===== config.mk =====
export PLATFORM = sky130hd
export DESIGN_NAME = dual_interrupt_controller
export DESIGN_NICKNAME = d
export VERILOG_FILES = /design/src/rtl/dic_pkg.sv /design/src/rtl/dual_interrupt_controller.sv /design/src/rtl/dic_chip.sv /design/src/rtl/dic_ack.sv
export SDC_FILE = /design/constraint.sdc
export NUM_CORES = 1
export LEC_CHECK = 0
export BUFFER_PORTS_ARGS = -buffer_cell sky130_fd_sc_hd__buf_2
export CORE_MARGIN = 2
export CORE_UTILIZATION = 30
export DETAILED_ROUTE_END_ITERATION = 6
export GPL_TIMING_DRIVEN = 1
export HOLD_SLACK_MARGIN = 0.12
export PLACE_DENSITY = 0.55
export SLEW_MARGIN = 10
export SYNTH_ARGS = -nofsm -noshare
export SYNTH_HDL_FRONTEND = slang
export SYNTH_HIERARCHICAL = 1
export SYNTH_SLANG_ARGS = --single-unit

===== constraint.sdc =====
create_clock -name aclk -period 5.4 [get_ports aclk]
set_input_delay 1.08 -clock aclk [delete_from_list [all_inputs] [get_ports aclk]]
set_output_delay 1.08 -clock aclk [all_outputs]
set_load 0.03 [all_outputs]

===== src/rtl/dic_pkg.sv =====
// Shared types, constants and helper functions for the cascaded interrupt controller pair.
`default_nettype none

package dic_pkg;

    typedef enum logic [1:0] {
        ACT_BUS   = 2'd0,
        ACT_RAISE = 2'd1,
        ACT_ACK   = 2'd2,
        ACT_NONE  = 2'd3
    } action_t;

    typedef enum logic [1:0] {
        STEP_IDLE = 2'd0,
        STEP_ICW2 = 2'd1,
        STEP_ICW3 = 2'd2,
        STEP_ICW4 = 2'd3
    } init_step_t;

    localparam logic [15:0] MASTER_PORT  = 16'h0020;
    localparam logic [15:0] SLAVE_PORT   = 16'h00A0;
    localparam logic [7:0]  MASTER_BASE  = 8'h08;
    localparam logic [7:0]  SLAVE_BASE   = 8'h70;
    localparam logic [7:0]  MASK_RESET   = 8'hFF;
    localparam logic [7:0]  BASE_MASK    = 8'hF8;
    localparam logic [7:0]  OCW3_READ_IS = 8'h0B;
    localparam logic [7:0]  OCW3_READ_RR = 8'h0A;
    localparam logic [7:0]  CASCADE_BIT  = 8'h04;
    localparam int unsigned CASCADE_LINE = 2;

    // Bit positions inside command bytes
    localparam int unsigned CMD_INIT_BIT = 4;
    localparam int unsigned CMD_EOI_BIT  = 5;
    localparam int unsigned CMD_SL_BIT   = 6;
    localparam int unsigned CMD_IC4_BIT  = 0;

    localparam int unsigned S_TDATA_W = 40;
    localparam int unsigned M_TDATA_W = 24;

    // Per-chip update for one request
    typedef struct packed {
        logic       wr;
        logic       offset;
        logic [7:0] data;
        logic [7:0] req_set;
        logic [7:0] grant;
    } chip_op_t;

    typedef struct packed {
        logic [7:0] request;
        logic [7:0] in_service;
        logic [7:0] mask;
        logic [7:0] vec_base;
        logic       read_in_service;
    } chip_stat_t;

    typedef struct packed {
        logic [7:0] master_grant;
        logic [7:0] slave_grant;
        logic       valid;
        logic [7:0] vector;
    } ack_res_t;

    function automatic logic [7:0] lowest_onehot(input logic [7:0] v);
        lowest_onehot = v & (~v + 8'd1);
    endfunction

    function automatic logic [2:0] onehot_index(input logic [7:0] v);
        logic [2:0] idx;
        idx = 3'd0;
        for (int i = 0; i < 8; i++) begin
            if (v[i]) begin
                idx = idx | 3'(i);
            end
        end
        onehot_index = idx;
    endfunction

endpackage

`default_nettype wire


===== src/rtl/dual_interrupt_controller.sv =====
// Cascaded master/slave interrupt controller pair with stream request and result channels.
// Usage:
//   Each request on the s_ channel is a bus access to ports 0x20/0x21 (master) or
//   0xA0/0xA1 (slave), a raised interrupt line 0-15, or an acknowledge; s_tuser carries
//   the action code. Every request yields exactly one result on the m_ channel holding
//   handled, read_data, vector_valid and vector.
//   A request is captured in an input register, decoded and applied to the controller
//   state by short logic, and its result is loaded into the output register once that
//   register is empty or being emptied, which raises m_tvalid. One request per cycle is
//   sustained while the receiver keeps m_tready high.
//   A request sees the state left by every earlier request.
//   Reset (aresetn low, synchronous) empties both registers, clears request and
//   in-service bits, masks all lines and restores the vector bases 0x08 and 0x70.
//   When the receiver holds m_tready low, the result stays in the output register, one
//   more request waits in the input register, and s_tready then drops until the
//   result is taken.
`default_nettype none

module dual_interrupt_controller
    import dic_pkg::*;
(
    input  wire logic                 aclk,
    input  wire logic                 aresetn,
    input  wire logic                 s_tvalid,
    output logic                      s_tready,
    // [15:0] port, [16] is_read, [24:17] write_data, [32:25] irq_line, rest zero
    input  wire logic [S_TDATA_W-1:0] s_tdata,
    // [1:0] action
    input  wire logic [1:0]           s_tuser,
    output logic                      m_tvalid,
    input  wire logic                 m_tready,
    // [0] handled, [8:1] read_data, [9] vector_valid, [17:10] vector, rest zero
    output logic [M_TDATA_W-1:0]      m_tdata
);

    logic        in_valid_reg;
    action_t     action_reg;
    logic [15:0] port_reg;
    logic        is_read_reg;
    logic [7:0]  wdata_reg;
    logic [7:0]  line_reg;

    logic        out_valid_reg;
    logic        handled_reg, handled_next;
    logic [7:0]  rdata_reg, rdata_next;
    logic        vvalid_reg;
    logic [7:0]  vector_reg;

    logic        advance;
    logic        m_hit, s_hit;
    logic [7:0]  m_raise, s_raise;
    chip_op_t    m_op, s_op;
    chip_stat_t  m_stat, s_stat;
    ack_res_t    ack_res;

    assign advance  = in_valid_reg && (!out_valid_reg || m_tready);
    assign s_tready = !in_valid_reg || advance;

    always_ff @(posedge aclk) begin
        if (!aresetn) begin
            in_valid_reg <= 1'b0;
        end else if (s_tready) begin
            in_valid_reg <= s_tvalid;
        end
    end

    always_ff @(posedge aclk) begin
        if (s_tready && s_tvalid) begin
            action_reg  <= action_t'(s_tuser);
            port_reg    <= s_tdata[15:0];
            is_read_reg <= s_tdata[16];
            wdata_reg   <= s_tdata[24:17];
            line_reg    <= s_tdata[32:25];
        end
    end

    // decode
    always_comb begin
        m_hit   = (action_reg == ACT_BUS) && (port_reg[15:1] == MASTER_PORT[15:1]);
        s_hit   = (action_reg == ACT_BUS) && (port_reg[15:1] == SLAVE_PORT[15:1]);
        m_raise = 8'h00;
        s_raise = 8'h00;
        if (action_reg == ACT_RAISE) begin
            if (line_reg[7:3] == 5'd0) begin
                m_raise = 8'd1 << line_reg[2:0];
            end else if (line_reg[7:3] == 5'd1) begin
                s_raise = 8'd1 << line_reg[2:0];
                m_raise = CASCADE_BIT;
            end
        end

        m_op.wr      = m_hit && !is_read_reg;
        m_op.offset  = port_reg[0];
        m_op.data    = wdata_reg;
        m_op.req_set = m_raise;
        m_op.grant   = ack_res.master_grant;

        s_op.wr      = s_hit && !is_read_reg;
        s_op.offset  = port_reg[0];
        s_op.data    = wdata_reg;
        s_op.req_set = s_raise;
        s_op.grant   = ack_res.slave_grant;
    end

    dic_chip #(
        .RESET_BASE (MASTER_BASE)
    ) u_master (
        .aclk    (aclk),
        .aresetn (aresetn),
        .en      (advance),
        .op      (m_op),
        .stat    (m_stat)
    );

    dic_chip #(
        .RESET_BASE (SLAVE_BASE)
    ) u_slave (
        .aclk    (aclk),
        .aresetn (aresetn),
        .en      (advance),
        .op      (s_op),
        .stat    (s_stat)
    );

    dic_ack u_ack (
        .ack (action_reg == ACT_ACK),
        .mst (m_stat),
        .slv (s_stat),
        .res (ack_res)
    );

    // read path
    always_comb begin
        handled_next = m_hit || s_hit;
        rdata_next   = 8'h00;
        if ((m_hit || s_hit) && is_read_reg) begin
            priority if (m_hit && !port_reg[0]) begin
                rdata_next = m_stat.read_in_service ? m_stat.in_service : m_stat.request;
            end else if (m_hit) begin
                rdata_next = m_stat.mask;
            end else if (!port_reg[0]) begin
                rdata_next = s_stat.read_in_service ? s_stat.in_service : s_stat.request;
            end else begin
                rdata_next = s_stat.mask;
            end
        end
    end

    always_ff @(posedge aclk) begin
        if (!aresetn) begin
            out_valid_reg <= 1'b0;
        end else if (advance) begin
            out_valid_reg <= 1'b1;
        end else if (m_tready) begin
            out_valid_reg <= 1'b0;
        end
    end

    always_ff @(posedge aclk) begin
        if (advance) begin
            handled_reg <= handled_next;
            rdata_reg   <= rdata_next;
            vvalid_reg  <= ack_res.valid;
            vector_reg  <= ack_res.vector;
        end
    end

    assign m_tvalid = out_valid_reg;
    assign m_tdata  = {6'd0, vector_reg, vvalid_reg, rdata_reg, handled_reg};

`ifndef SYNTH
    // a bus access never produces a vector, an acknowledge never hits a port
    a_excl_result: assert property (@(posedge aclk) disable iff (!aresetn)
        m_tvalid |-> !(m_tdata[0] && m_tdata[9]))
        else $error("handled and vector_valid both set");

    // a slave grant always marks the cascade line in service on the master
    a_cascade_isr: assert property (@(posedge aclk) disable iff (!aresetn)
        (advance && (|ack_res.slave_grant)) |=> m_stat.in_service[CASCADE_LINE])
        else $error("slave grant without master cascade in-service");

    a_grant_onehot: assert property (@(posedge aclk) disable iff (!aresetn)
        $onehot0(ack_res.master_grant) && $onehot0(ack_res.slave_grant))
        else $error("more than one grant bit");

    // input side stalls only when both stages are full and the output is held
    a_stall_cause: assert property (@(posedge aclk) disable iff (!aresetn)
        !s_tready |-> (in_valid_reg && out_valid_reg && !m_tready))
        else $error("input stalled without cause");
`endif

endmodule

`default_nettype wire


===== src/rtl/dic_chip.sv =====
// State and register-access logic of one 8259-style interrupt controller.
`default_nettype none

module dic_chip
    import dic_pkg::*;
#(
    parameter logic [7:0] RESET_BASE = 8'h08
) (
    input  wire logic       aclk,
    input  wire logic       aresetn,
    input  wire logic       en,
    input  wire chip_op_t   op,
    output chip_stat_t      stat
);

    logic [7:0] request_reg, request_next;
    logic [7:0] in_service_reg, in_service_next;
    logic [7:0] mask_reg, mask_next;
    logic [7:0] base_reg, base_next;
    init_step_t step_reg, step_next;
    logic       icw4_reg, icw4_next;
    logic       ris_reg, ris_next;
    logic [7:0] d;

    assign d = op.data;

    always_comb begin
        request_next    = request_reg;
        in_service_next = in_service_reg;
        mask_next       = mask_reg;
        base_next       = base_reg;
        step_next       = step_reg;
        icw4_next       = icw4_reg;
        ris_next        = ris_reg;

        if (op.wr) begin
            if (!op.offset) begin
                priority if (d[CMD_INIT_BIT]) begin
                    step_next       = STEP_ICW2;
                    icw4_next       = d[CMD_IC4_BIT];
                    mask_next       = 8'h00;
                    in_service_next = 8'h00;
                    request_next    = 8'h00;
                end else if (d[CMD_SL_BIT] && d[CMD_EOI_BIT]) begin
                    in_service_next = in_service_reg & ~(8'd1 << d[2:0]);
                end else if (d[CMD_EOI_BIT]) begin
                    // non-specific EOI drops the highest-priority in-service bit
                    in_service_next = in_service_reg & ~lowest_onehot(in_service_reg);
                end else if (d == OCW3_READ_IS) begin
                    ris_next = 1'b1;
                end else if (d == OCW3_READ_RR) begin
                    ris_next = 1'b0;
                end else if (d[CMD_SL_BIT]) begin
                    in_service_next = in_service_reg & ~(8'd1 << d[2:0]);
                end
            end else begin
                unique case (step_reg)
                    STEP_ICW2: begin
                        base_next = d & BASE_MASK;
                        step_next = STEP_ICW3;
                    end
                    STEP_ICW3: begin
                        step_next = icw4_reg ? STEP_ICW4 : STEP_IDLE;
                    end
                    STEP_ICW4: begin
                        step_next = STEP_IDLE;
                    end
                    default: begin
                        mask_next = d;
                    end
                endcase
            end
        end

        request_next    = (request_next | op.req_set) & ~op.grant;
        in_service_next = in_service_next | op.grant;
    end

    always_ff @(posedge aclk) begin
        if (!aresetn) begin
            request_reg    <= 8'h00;
            in_service_reg <= 8'h00;
            mask_reg       <= MASK_RESET;
            base_reg       <= RESET_BASE;
            step_reg       <= STEP_IDLE;
            icw4_reg       <= 1'b0;
            ris_reg        <= 1'b0;
        end else if (en) begin
            request_reg    <= request_next;
            in_service_reg <= in_service_next;
            mask_reg       <= mask_next;
            base_reg       <= base_next;
            step_reg       <= step_next;
            icw4_reg       <= icw4_next;
            ris_reg        <= ris_next;
        end
    end

    assign stat.request         = request_reg;
    assign stat.in_service      = in_service_reg;
    assign stat.mask            = mask_reg;
    assign stat.vec_base        = base_reg;
    assign stat.read_in_service = ris_reg;

endmodule

`default_nettype wire


===== src/rtl/dic_ack.sv =====
// Acknowledge resolution: priority pick across master and cascaded slave, vector build.
`default_nettype none

module dic_ack
    import dic_pkg::*;
(
    input  wire logic       ack,
    input  wire chip_stat_t mst,
    input  wire chip_stat_t slv,
    output ack_res_t        res
);

    logic [7:0] m_pend, s_pend, m_elig, m_pick, s_pick;
    logic       s_ok;

    always_comb begin
        m_pend = mst.request & ~mst.mask & ~mst.in_service;
        s_pend = slv.request & ~slv.mask & ~slv.in_service;
        s_ok   = |s_pend;
        // cascade line only counts when the slave has something to give
        m_elig = s_ok ? m_pend : (m_pend & ~CASCADE_BIT);
        m_pick = lowest_onehot(m_elig);
        s_pick = lowest_onehot(s_pend);

        res = '0;
        if (ack && (|m_pick)) begin
            res.valid        = 1'b1;
            res.master_grant = m_pick;
            if (m_pick[CASCADE_LINE]) begin
                res.slave_grant = s_pick;
                res.vector      = slv.vec_base + {5'd0, onehot_index(s_pick)};
            end else begin
                res.vector      = mst.vec_base + {5'd0, onehot_index(m_pick)};
            end
        end
    end

endmodule

`default_nettype wire


; ---- Word level (Yosys, flattened, before mapping)
; Index checks and enable logic that the tools add are counted.
[totals]
output_inout_bits = 26
ff_bits = 121
[classes]
muxes = 70
bitwise_logic = 33
n_eq_ne = 17
n_shift = 2
addsub = 6
n_reduce_logical = 36
[ops]
columns = cell, n
row1 = $mux W8, 39
row2 = $and A8 B8 Y8, 14
row3 = $not A8 Y8, 11
row4 = $mux W3, 14
row5 = $add A8 B1 Y8 const B, 4
row6 = $or A8 B8 Y8, 4
row7 = $reduce_and A4 Y1, 8
row8 = $mux W25, 1
row9 = $add A8 B3 Y8, 2
row10 = $eq A8 B4 Y1 const B, 2
row11 = $mux W2, 8
row12 = $reduce_or A8 Y1, 2
row13 = $shl A1 B3 Y8 const A, 2
row14 = $eq A15 B5 Y1 const B, 1
row15 = $eq A15 B7 Y1 const B, 1
row16 = $reduce_and A7 Y1, 2
row17 = $pmux W2 S3, 2
row18 = $eq A2 B2 Y1 const B, 5
row19 = $logic_and A1 B1 Y1, 10
row20 = $ne A4 B1 Y1 const B, 2
row21 = $eq A2 B1 Y1 const B, 3
row22 = $mux W1, 6
row23 = $reduce_bool A2 Y1, 3
row24 = $reduce_or A3 Y1, 2
row25 = 7 further kinds, 16

; ---- Depth between registers and ports, before layout
; Gate-level depths: netlist (run 1).
[logic_depth]
word_depth = 21
mapped_depth = 13
ltp_nobuf = 13

; ---- Hierarchy
; Netlist (run 1), hierarchy kept.
[by_module_without_submodules]
columns = mod, area_per_inst_um2, instances, seq_area_each_um2, cells_each
row1 = dual_interrupt_controller, 2328.5, 1, 1631.6, 158
row2 = dic_chip at u_slave, 1619.1, 1, 660.6, 192
row3 = dic_chip at u_master, 1602.8, 1, 660.6, 195
row4 = dic_ack, 1106.1, 1, 0.0, 155

; ---- Least setup slack after synthesis (run 1)
; No wires, ideal clock.
[synth_timing]
path_kind = input -> register
start = input port m_tready
end = register u_master.in_service_reg[4]
stages = 7
n_path_buf = 1
t_required_ns = 5.272
setup_time_ns = 0.128
arrival_ns = 3.250
slack_ns = 2.022
cell_sequence = nor2b_1 -> nor2b_1 -> nand2_1 -> or2_0 -> clkbuf_1 -> a222oi_1 -> nor2_1
[synth_via]
elab_chain_cells = 2
[synth_lines]
columns = element, line
row1 = "start, declared", dual_interrupt_controller.sv:31  ; input wire logic m_tready,
row2 = $logic_or A1 B1 Y1, dual_interrupt_controller.sv:56  ; assign advance = in_valid_reg && (!out_valid_reg || m_tready);
row3 = $logic_and A1 B1 Y1, dual_interrupt_controller.sv:56
row4 = via advance, dual_interrupt_controller.sv:49  ; logic advance;
row5 = "end signal, assigned", dic_chip.sv:90  ; in_service_reg <= in_service_next;
row6 = "end, declared", dic_chip.sv:17  ; logic [7:0] in_service_reg, in_service_next;
; The timed path passes the listed nets, and every way through them passes these cells.
; A chain may end at the register's enable or synchronous reset.

==> results of run 1 <==
[placed cells by master, fill, tap and decap left out, drive strengths merged, types with 6 or more instances in the layout]
cell and instances:
nor4 18, mux2 18, nand4b 8, a22oi 16, xor2 7, or3b 11, nor2b 11, clkinv 7
a211oi 16, o21a 10, conb 12, clkbuf 22, inv 20, nor3 22, ha 15, nand4 11
nor3b 15, o22ai 17, a21oi 25, o21ai 23, nor4b 6, dfxtp 68, edfxtp 53, nor2 68
buf 64, mux2i 12, nand2 74, nand2b 9, nand3 33
[worst max-delay path by stage]
stage                          start  slack, ns                                 endpoint
2_1_floorplan               m_tready       2.02  u_master/in_service_reg[4]$_SDFFE_PN0P_
3_3_place_gp   port_reg[1]$_DFFE_PP_       2.18  u_master/in_service_reg[4]$_SDFFE_PN0P_
3_5_place_dp   port_reg[1]$_DFFE_PP_       2.15  u_master/in_service_reg[4]$_SDFFE_PN0P_
4_1_cts        port_reg[1]$_DFFE_PP_       2.14  u_master/in_service_reg[4]$_SDFFE_PN0P_
5_1_grt        port_reg[1]$_DFFE_PP_       1.85        u_master/mask_reg[0]$_SDFFE_PN1P_
6_report       port_reg[1]$_DFFE_PP_       2.08        u_master/mask_reg[1]$_SDFFE_PN1P_
[per-stage QoR]
stage          setup WS, ns  cell area [um2]  util [%]
6_report              2.077             7611     34.88
3_5_place_dp          2.151             7071     32.40
5_1_grt               1.848             7611     34.88
4_1_cts               2.143             7611     34.88
3_3_place_gp          2.177             7071     32.40
2_1_floorplan         2.022             6690         -
[routing by layer]
metal	share of wire [%]	vias up	global-route usage [%]	wire (um)
met5	0	-	0	0
li1	-	2633	-	-
met3	7.8	21	4.083	1403
met2	43	233	22.14	7709
met4	1.8	0	5.203	320
met1	48	2599	22.88	8570
[kinds of logic after synthesis]
kind of cell | share of synthesized area, %
buffers and inverters | 5.827
AO/OA/AOI/OAI | 13.61
other | 0.1692
flip-flops | 44.36
XOR/XNOR | 1.579
AND/OR/NAND/NOR | 26.13
multiplexers | 4.906
adder cells (fa/ha/maj) | 3.421
[report_power, final]
group          total, mW  switching [mW]  internal (mW)  leakage [nW]
logic              0.121          0.0824         0.0384          1.48
clock network       1.05           0.404          0.648         0.262
registers           1.00          0.0253          0.980          1.06
total               2.18           0.511           1.67          2.80
[worst reg2reg max path: stages, from the launching register on]
cell and delay, ns:
edfxtp_1 0.37, nor4_1 0.32, nand4_1 0.52, nor3_1 0.88
nand2_1 0.26, nor2b_1 0.63, nand3_1 0.16, nand3_1 0.12
[area by class of cell]
class | count | share of cell area, %
Timing Repair Buffer | 64 | 4.406
Clock buffer | 22 | 6.099
Sequential cell | 121 | 38.80
Multi-Input combinational cell | 514 | 44.11
Inverter | 20 | 0.9864
Clock inverter | 10 | 1.003
Tap cell | 280 | 4.603
==> metrics.cfg, run 1 <==
[outcome]
run_status=completed

[sta]
fin_hold_ws_ns=0.4648
grt_setup_unrepaired=no
fin_crit_sh_pct=61.53
period_needed_ns=3.323
worstMarginPinSlew_ns=0.9222
timing.final.hold_violations=0
final_setup_viols=0
worst_slew_margin_rel_pct=38.52
fmaxAchievable_mhz=300.9
fin_tns_setup_ns=0
final.setup_skew_ns=0.008890
maxSlewViolCount=0

[floorplan]
fp.dieArea_um2=23400
io_pins=72
std_cell_rows=54
floorplan_core_area_um2=21820
dieHeight_um=153.0
die_width_um=153.0
floorplan.initialDensity_pct=30.50

[worst_hold_path]
worstHoldPathType=reg -> reg
min_delay_worst_endpoint=u_master/icw4_reg$_SDFFE_PN0P_
hold-path-cell-count=2
min_delay_startpoint=u_master/icw4_reg$_SDFFE_PN0P_

[synthesis]
synth_seq_area_share_pct=44.36
yosys.area.top_type_share_pct=23.91
postSynthAreaPerCell_um2=9.509
synth_edf_count=53
yosys.cell_count.top_type=nand2_1
dominantRegCellSynth=dfxtp_1
yosysUniqueCellTypes=75
yosys_register_bits=121
synthesis.yosys.warnings=6
synthTopCellsByArea=edfxtp_1 24%, dfxtp_1 20%, nand2_1 4.1%, nor2_1 3.8%, ha_1 2.8%
yosys-top-cells-count=73 x nand2_1, 68 x dfxtp_1, 67 x nor2_1
netlist.top_cell.by_area=edfxtp_1
syn_area_um2=6656
ys_async_sr_fraction_pct=0
netlist_instances=700

[global_route]
first_global_vias=5087
globalRoute.totalOverflow=0
global_route_wire_length_before_repair_um=28530
antenna_violations_before_repair=0
grtUsageTotal_pct=15.60
grt_max_degree=46

[route]
wl_per_cell_um=17.46
detail_route.wirelength_um=18000
postRouteAntennaNets=0
via_count=5486
drt-vias-per-instance=5.321
remaining_drc_errors=0
count_of_routing_violations_after_the_opening_detailed_route_iteration=821
drt_pass1_iterations=5

[pwr]
power_per_cell_area_nw_per_um2=286.0
vdd_drop_max_v=0.0001907
leak_nw=2.803
power.total_mw=2.177

[clocking]
cts.root.buffer_cell=clkbuf_16
worst_setup_hold_path_clk_slew_ns=0.05
cts_tree=done
worst_skew_pair.late_latency_ns=0.42
clock_tree.htree_level_count=4
cts.sinks=121
ctsResizeCount=0
clock_tree_buffer_depth=2
cts_post_setup_buffers_inserted=0
ctsHoldBuffers=0
cts-buffers-inserted=17

[layout]
instances_no_fill=1031
diodes=0
largest_register_ff_count=16
multi_input_area_um2=3357
n_fill_cell=2245
finalNetCount=801
final_layout_size_suffix_gt1_share_pct=18.91
syn_to_final_growth_pct=14.34
regArea_um2=2953

[setup_path]
timing.critical_path.slowest_stage_cell=nor3_1
worst_r2r_path_depth=7
critical_path_buf_inv_count=0
worstReg2RegStart=port_reg[1]$_DFFE_PP_
r2r_setup_slack_ns=2.08
setup.worst_path.end_class=register
worstPathMaxFanout=11
critical_path.most_common_cell=nand3_1
cp-start-kind=register
cp_cell_sequence=nor4_1, nand4_1, nor3_1, nand2_1, nor2b_1, nand3_1, nand3_1
cp_top_family=simple AND/OR/NAND/NOR gates
timing.critical_path.arrival_ns=3.67
crit-reg2reg-capture=u_master/mask_reg[1]$_SDFFE_PN1P_
max_incr_delay_on_cp_ns=0.87
worst-path-stages=7
critical_path_required_ns=5.75
critical_path_class=reg -> reg

[placement]
numPlacedInstances=999
weighted_congestion_at_the_end_of_routability_driven_global_placement=0.8535
detail_placement_hpwl_um=12370
io_buffer_count=58

[job]
drv.max_cap_violation_count=0

(Power assumes the default switching activity.)
==> run 2, diff against run 1 <==
--- a/config.mk
+++ b/config.mk
@@ -5,6 +5,7 @@
 export SDC_FILE = /design/constraint.sdc
 export NUM_CORES = 1
 export LEC_CHECK = 0
+export ABC_AREA = 1
 export BUFFER_PORTS_ARGS = -buffer_cell sky130_fd_sc_hd__buf_2
 export CORE_MARGIN = 2
 export CORE_UTILIZATION = 30
==> constraint.sdc (replaced) <==
create_clock -name aclk -period 3.25 [get_ports aclk]
set_input_delay 0.65 -clock aclk [delete_from_list [all_inputs] [get_ports aclk]]
set_output_delay 0.65 -clock aclk [all_outputs]
set_load 0.03 [all_outputs]
==> run 2 against run 1 <==
  * Global-route usage up 0.42 points
  * Combinational power up 95%
  * Wire length up 5.5%
  * Utilization up 0.51 points
  * Critical path depth up 4
  * Sequential cell count unchanged
  * Non-clock buffer count up 4
  * Critical endpoint is now u_master/mask_reg[6]$_SDFFE_PN1P_
  * Largest cell class unchanged
  * Highest routed layer unchanged
==> metrics.cfg, run 2 <==
[route]
postRouteAntennaNets=0  ; unchanged
drt_pass1_iterations=5  ; unchanged
remaining_drc_errors=0  ; unchanged
drt-vias-per-instance=4.709  ; -11%
count_of_routing_violations_after_the_opening_detailed_route_iteration=410  ; -50%
detail_route.wirelength_um=18990  ; +5.5%
via_count=6169  ; +12%
wl_per_cell_um=14.49  ; -17%

[setup_path]
critical_path.endpoint=u_master/mask_reg[6]$_SDFFE_PN1P_
cp_top_family=simple AND/OR/NAND/NOR gates
worst_r2r_path_depth=11  ; +4
crit-reg2reg-capture=u_master/mask_reg[6]$_SDFFE_PN1P_
worstPathMaxFanout=11  ; unchanged
cp-start-kind=register
setup.worst_path.end_class=register
setup.worst_path.start=port_reg[14]$_DFFE_PP_
timing.critical_path.arrival_ns=2.80  ; -0.87 ns
worstReg2RegStart=port_reg[14]$_DFFE_PP_
cp_cell_sequence=nor2_1, nand2_1, nor2_4, nand3_4, nor2_1, nand2_2, nor2_4, o21ai_4, nor2_4, nand2_1, nand2_1
critical_path_buf_inv_count=0  ; unchanged
max_incr_delay_on_cp_ns=0.38  ; -0.49 ns
critical_path_required_ns=3.62  ; -2.13 ns
timing.critical_path.slowest_stage_cell=nor2_1
r2r_setup_slack_ns=0.81  ; -1.26 ns
worst-path-stages=11  ; +4
critical_path_class=reg -> reg

[sta]
period_needed_ns=2.437  ; -0.8857 ns
fin_crit_sh_pct=74.99  ; +13 points
fin_tns_setup_ns=0  ; unchanged
worst_slew_margin_rel_pct=43.79  ; +5.3 points
worstMarginPinSlew_ns=0.8432  ; -0.07896 ns
grt_setup_unrepaired=no
final_setup_viols=0  ; unchanged
timing.final.hold_violations=0  ; unchanged
fmaxAchievable_mhz=410.3  ; +36%
final.setup_skew_ns=0.009244  ; +0.0003539 ns
maxSlewViolCount=0  ; unchanged
fin_hold_ws_ns=0.3963  ; -0.06854 ns

[pwr]
comb_power_share_pct=6.2  ; +0.7 points
share_seq_of_total_power_pct=44.3  ; -1.9 points
power_per_cell_area_nw_per_um2=459.2  ; +61%
share_of_power_burned_in_the_clock_network_pct=49.5  ; +1.2 points
internal_power_mw=2.827  ; +70%
p_switching_mw=0.9522  ; +86%
fraction_of_power_spent_switching_nets_pct=25.19  ; +1.7 points
vdd_drop_max_v=0.0003462  ; +82%
leak_nw=3.494  ; +25%

[floorplan]
floorplan_core_area_um2=23260  ; +6.6%
dieHeight_um=157.4  ; +2.9%
floorplan.initialDensity_pct=30.36  ; -0.14 points
fp.dieArea_um2=24790  ; +6.0%
std_cell_rows=56  ; +3.7%
die_width_um=157.4  ; +2.9%
io_pins=72  ; unchanged

[job]
drv.max_cap_violation_count=0  ; unchanged

[synthesis]
synth_seq_area_share_pct=41.81  ; -2.6 points
ys_async_sr_fraction_pct=0  ; unchanged
syn_area_um2=7063  ; +6.1%
synth_edf_count=53  ; unchanged
yosys.area.top_type_share_pct=22.53  ; -1.4 points
yosysUniqueCellTypes=50  ; -33%
postSynthAreaPerCell_um2=7.728  ; -19%
netlist.top_cell.by_area=edfxtp_1
yosys.cell_count.top_type=nand2_1
dominantRegCellSynth=dfxtp_1
yosys_register_bits=121  ; unchanged
netlist_instances=914  ; +31%
synthTopCellsByArea=edfxtp_1 23%, dfxtp_1 19%, nand2_1 10%, inv_1 6.3%, nor2_1 5.7%
synthesis.yosys.warnings=6  ; unchanged
yosys-top-cells-count=195 x nand2_1, 119 x inv_1, 108 x nor2_1

[placement]
weighted_congestion_at_the_end_of_routability_driven_global_placement=0.8821  ; +3.4%
io_buffer_count=58  ; unchanged
detail_placement_hpwl_um=13970  ; +13%

[layout]
diodes=0  ; unchanged
largest_register_ff_count=16  ; unchanged
layout_commonest_cell=nand2_1
layout.core_utilization_pct=35.39  ; +0.51 points
mostFrequentLayoutCells=195 x nand2_1, 119 x inv_1, 108 x nor2_1
final_layout_size_suffix_gt1_share_pct=17.46  ; -1.5 points
finalNetCount=1041  ; +30%
syn_to_final_growth_pct=16.55

[clocking]
ctsResizeCount=0  ; unchanged
cts_post_setup_buffers_inserted=0  ; unchanged
clock_tree.htree_level_count=4  ; unchanged
clock_tree_buffer_depth=2  ; unchanged
cts.root.buffer_cell=clkbuf_16
worst_skew_pair.late_latency_ns=0.42  ; about the same
ctsHoldBuffers=0  ; unchanged
cts-buffers-inserted=17  ; unchanged
worst_setup_hold_path_clk_slew_ns=0.06  ; about the same
cts.sinks=121  ; unchanged
cts_tree=done

[global_route]
grtUsageTotal_pct=16.01  ; +0.42 points
antenna_violations_before_repair=0  ; unchanged
global_route_wire_length_before_repair_um=30080  ; +5.4%
globalRoute.totalOverflow=0  ; unchanged
grt_max_degree=36  ; -22%
first_global_vias=5626  ; +11%

[outcome]
run_status=completed

[worst_hold_path]
worstHoldPathType=in -> reg

[run 2: cell count changes in the layout (fill, tap and decap cells not counted), sizes merged, moves of 15 or more]
| cell | before | now |
|---|---|---|
| a21oi | 25 | 64 |
| nor4 | 18 | 1 |
| nand4 | 11 | 29 |
| inv | 20 | 136 |
| nor2 | 68 | 134 |
| a22oi | 16 | 0 |
| nand2 | 74 | 210 |
| o21ai | 23 | 55 |
| mux2 | 18 | 0 |
| o22ai | 17 | 2 |
[run 2: how the worst min path moves through the flow]
stage,depth (start not counted),start,endpoint
3_5_place_dp,2,u_slave/icw4_reg$_SDFFE_PN0P_,u_slave/icw4_reg$_SDFFE_PN0P_
5_1_grt,1,s_tdata[32],line_reg[7]$_DFFE_PP_
3_3_place_gp,2,u_slave/icw4_reg$_SDFFE_PN0P_,u_slave/icw4_reg$_SDFFE_PN0P_
4_1_cts,1,s_tdata[30],line_reg[5]$_DFFE_PP_
2_1_floorplan,2,u_slave/icw4_reg$_SDFFE_PN0P_,u_slave/icw4_reg$_SDFFE_PN0P_
6_report,1,s_tdata[30],line_reg[5]$_DFFE_PP_
[run 2: kinds of logic after synthesis]
group	synth area share [%]
AO/OA/AOI/OAI	11.90
XOR/XNOR	1.240
adder cells (fa/ha/maj)	3.224
buffers and inverters	10.20
flip-flops	41.81
multiplexers	1.134
other	0.1594
AND/OR/NAND/NOR	30.33
[run 2: final cells by class]
class / count / area (um2)
Clock buffer: 18 / 429.2
Timing Repair Buffer: 68 / 365.4
Clock inverter: 14 / 146.4
Fill cell: 2511 / 15030
Tap cell: 319 / 399.1
Multi-Input combinational cell: 636 / 3435
Sequential cell: 121 / 2953
Inverter: 134 / 504.2
[run 2: layer usage]
metal  track usage (%)  up-vias  part of all wire [%]
met5                 0        -                     0
met3             3.414       16                   5.6
met4             3.853        0                  0.94
met1             21.85     2868                    47
met2             25.87      168                    47
li1                  -     3117                     -
[run 2: power by group through the flow]
| stage | Sequential [mW] | Clock, mW | Combinational (mW) |
|---|---|---|---|
| finish | 1.67 | 1.87 | 0.236 |
| global route | 1.68 | 1.97 | 0.262 |
| floorplan | 1.70 | 0 | 0.151 |
| CTS | 1.67 | 1.91 | 0.237 |
| detailed placement | 1.71 | 0 | 0.236 |
| global placement | 1.71 | 0 | 0.234 |
[run 2: worst register-to-register path, stage by stage, from the launching register on]
cell and delay (ns):
edfxtp_1 0.37, nor2_1 0.12, nand2_1 0.09, nor2_4 0.35, nand3_4 0.18, nor2_1 0.38
nand2_2 0.17, nor2_4 0.19, o21ai_4 0.14, nor2_4 0.21, nand2_1 0.10, nand2_1 0.09
[run 2: metrics by stage]
step / setup WS (ns) / std cells / total power, mW / instance area (um2)
3_3_place_gp: 0.8774 / 1278 / 1.941 / 7656
6_report: 0.8129 / 1310 / 3.780 / 8232
4_1_cts: 0.8264 / 1310 / 3.819 / 8232
2_1_floorplan: 0.4716 / 923 / 1.854 / 7097
3_5_place_dp: 0.8518 / 1278 / 1.943 / 7656
5_1_grt: 0.5638 / 1310 / 3.908 / 8232
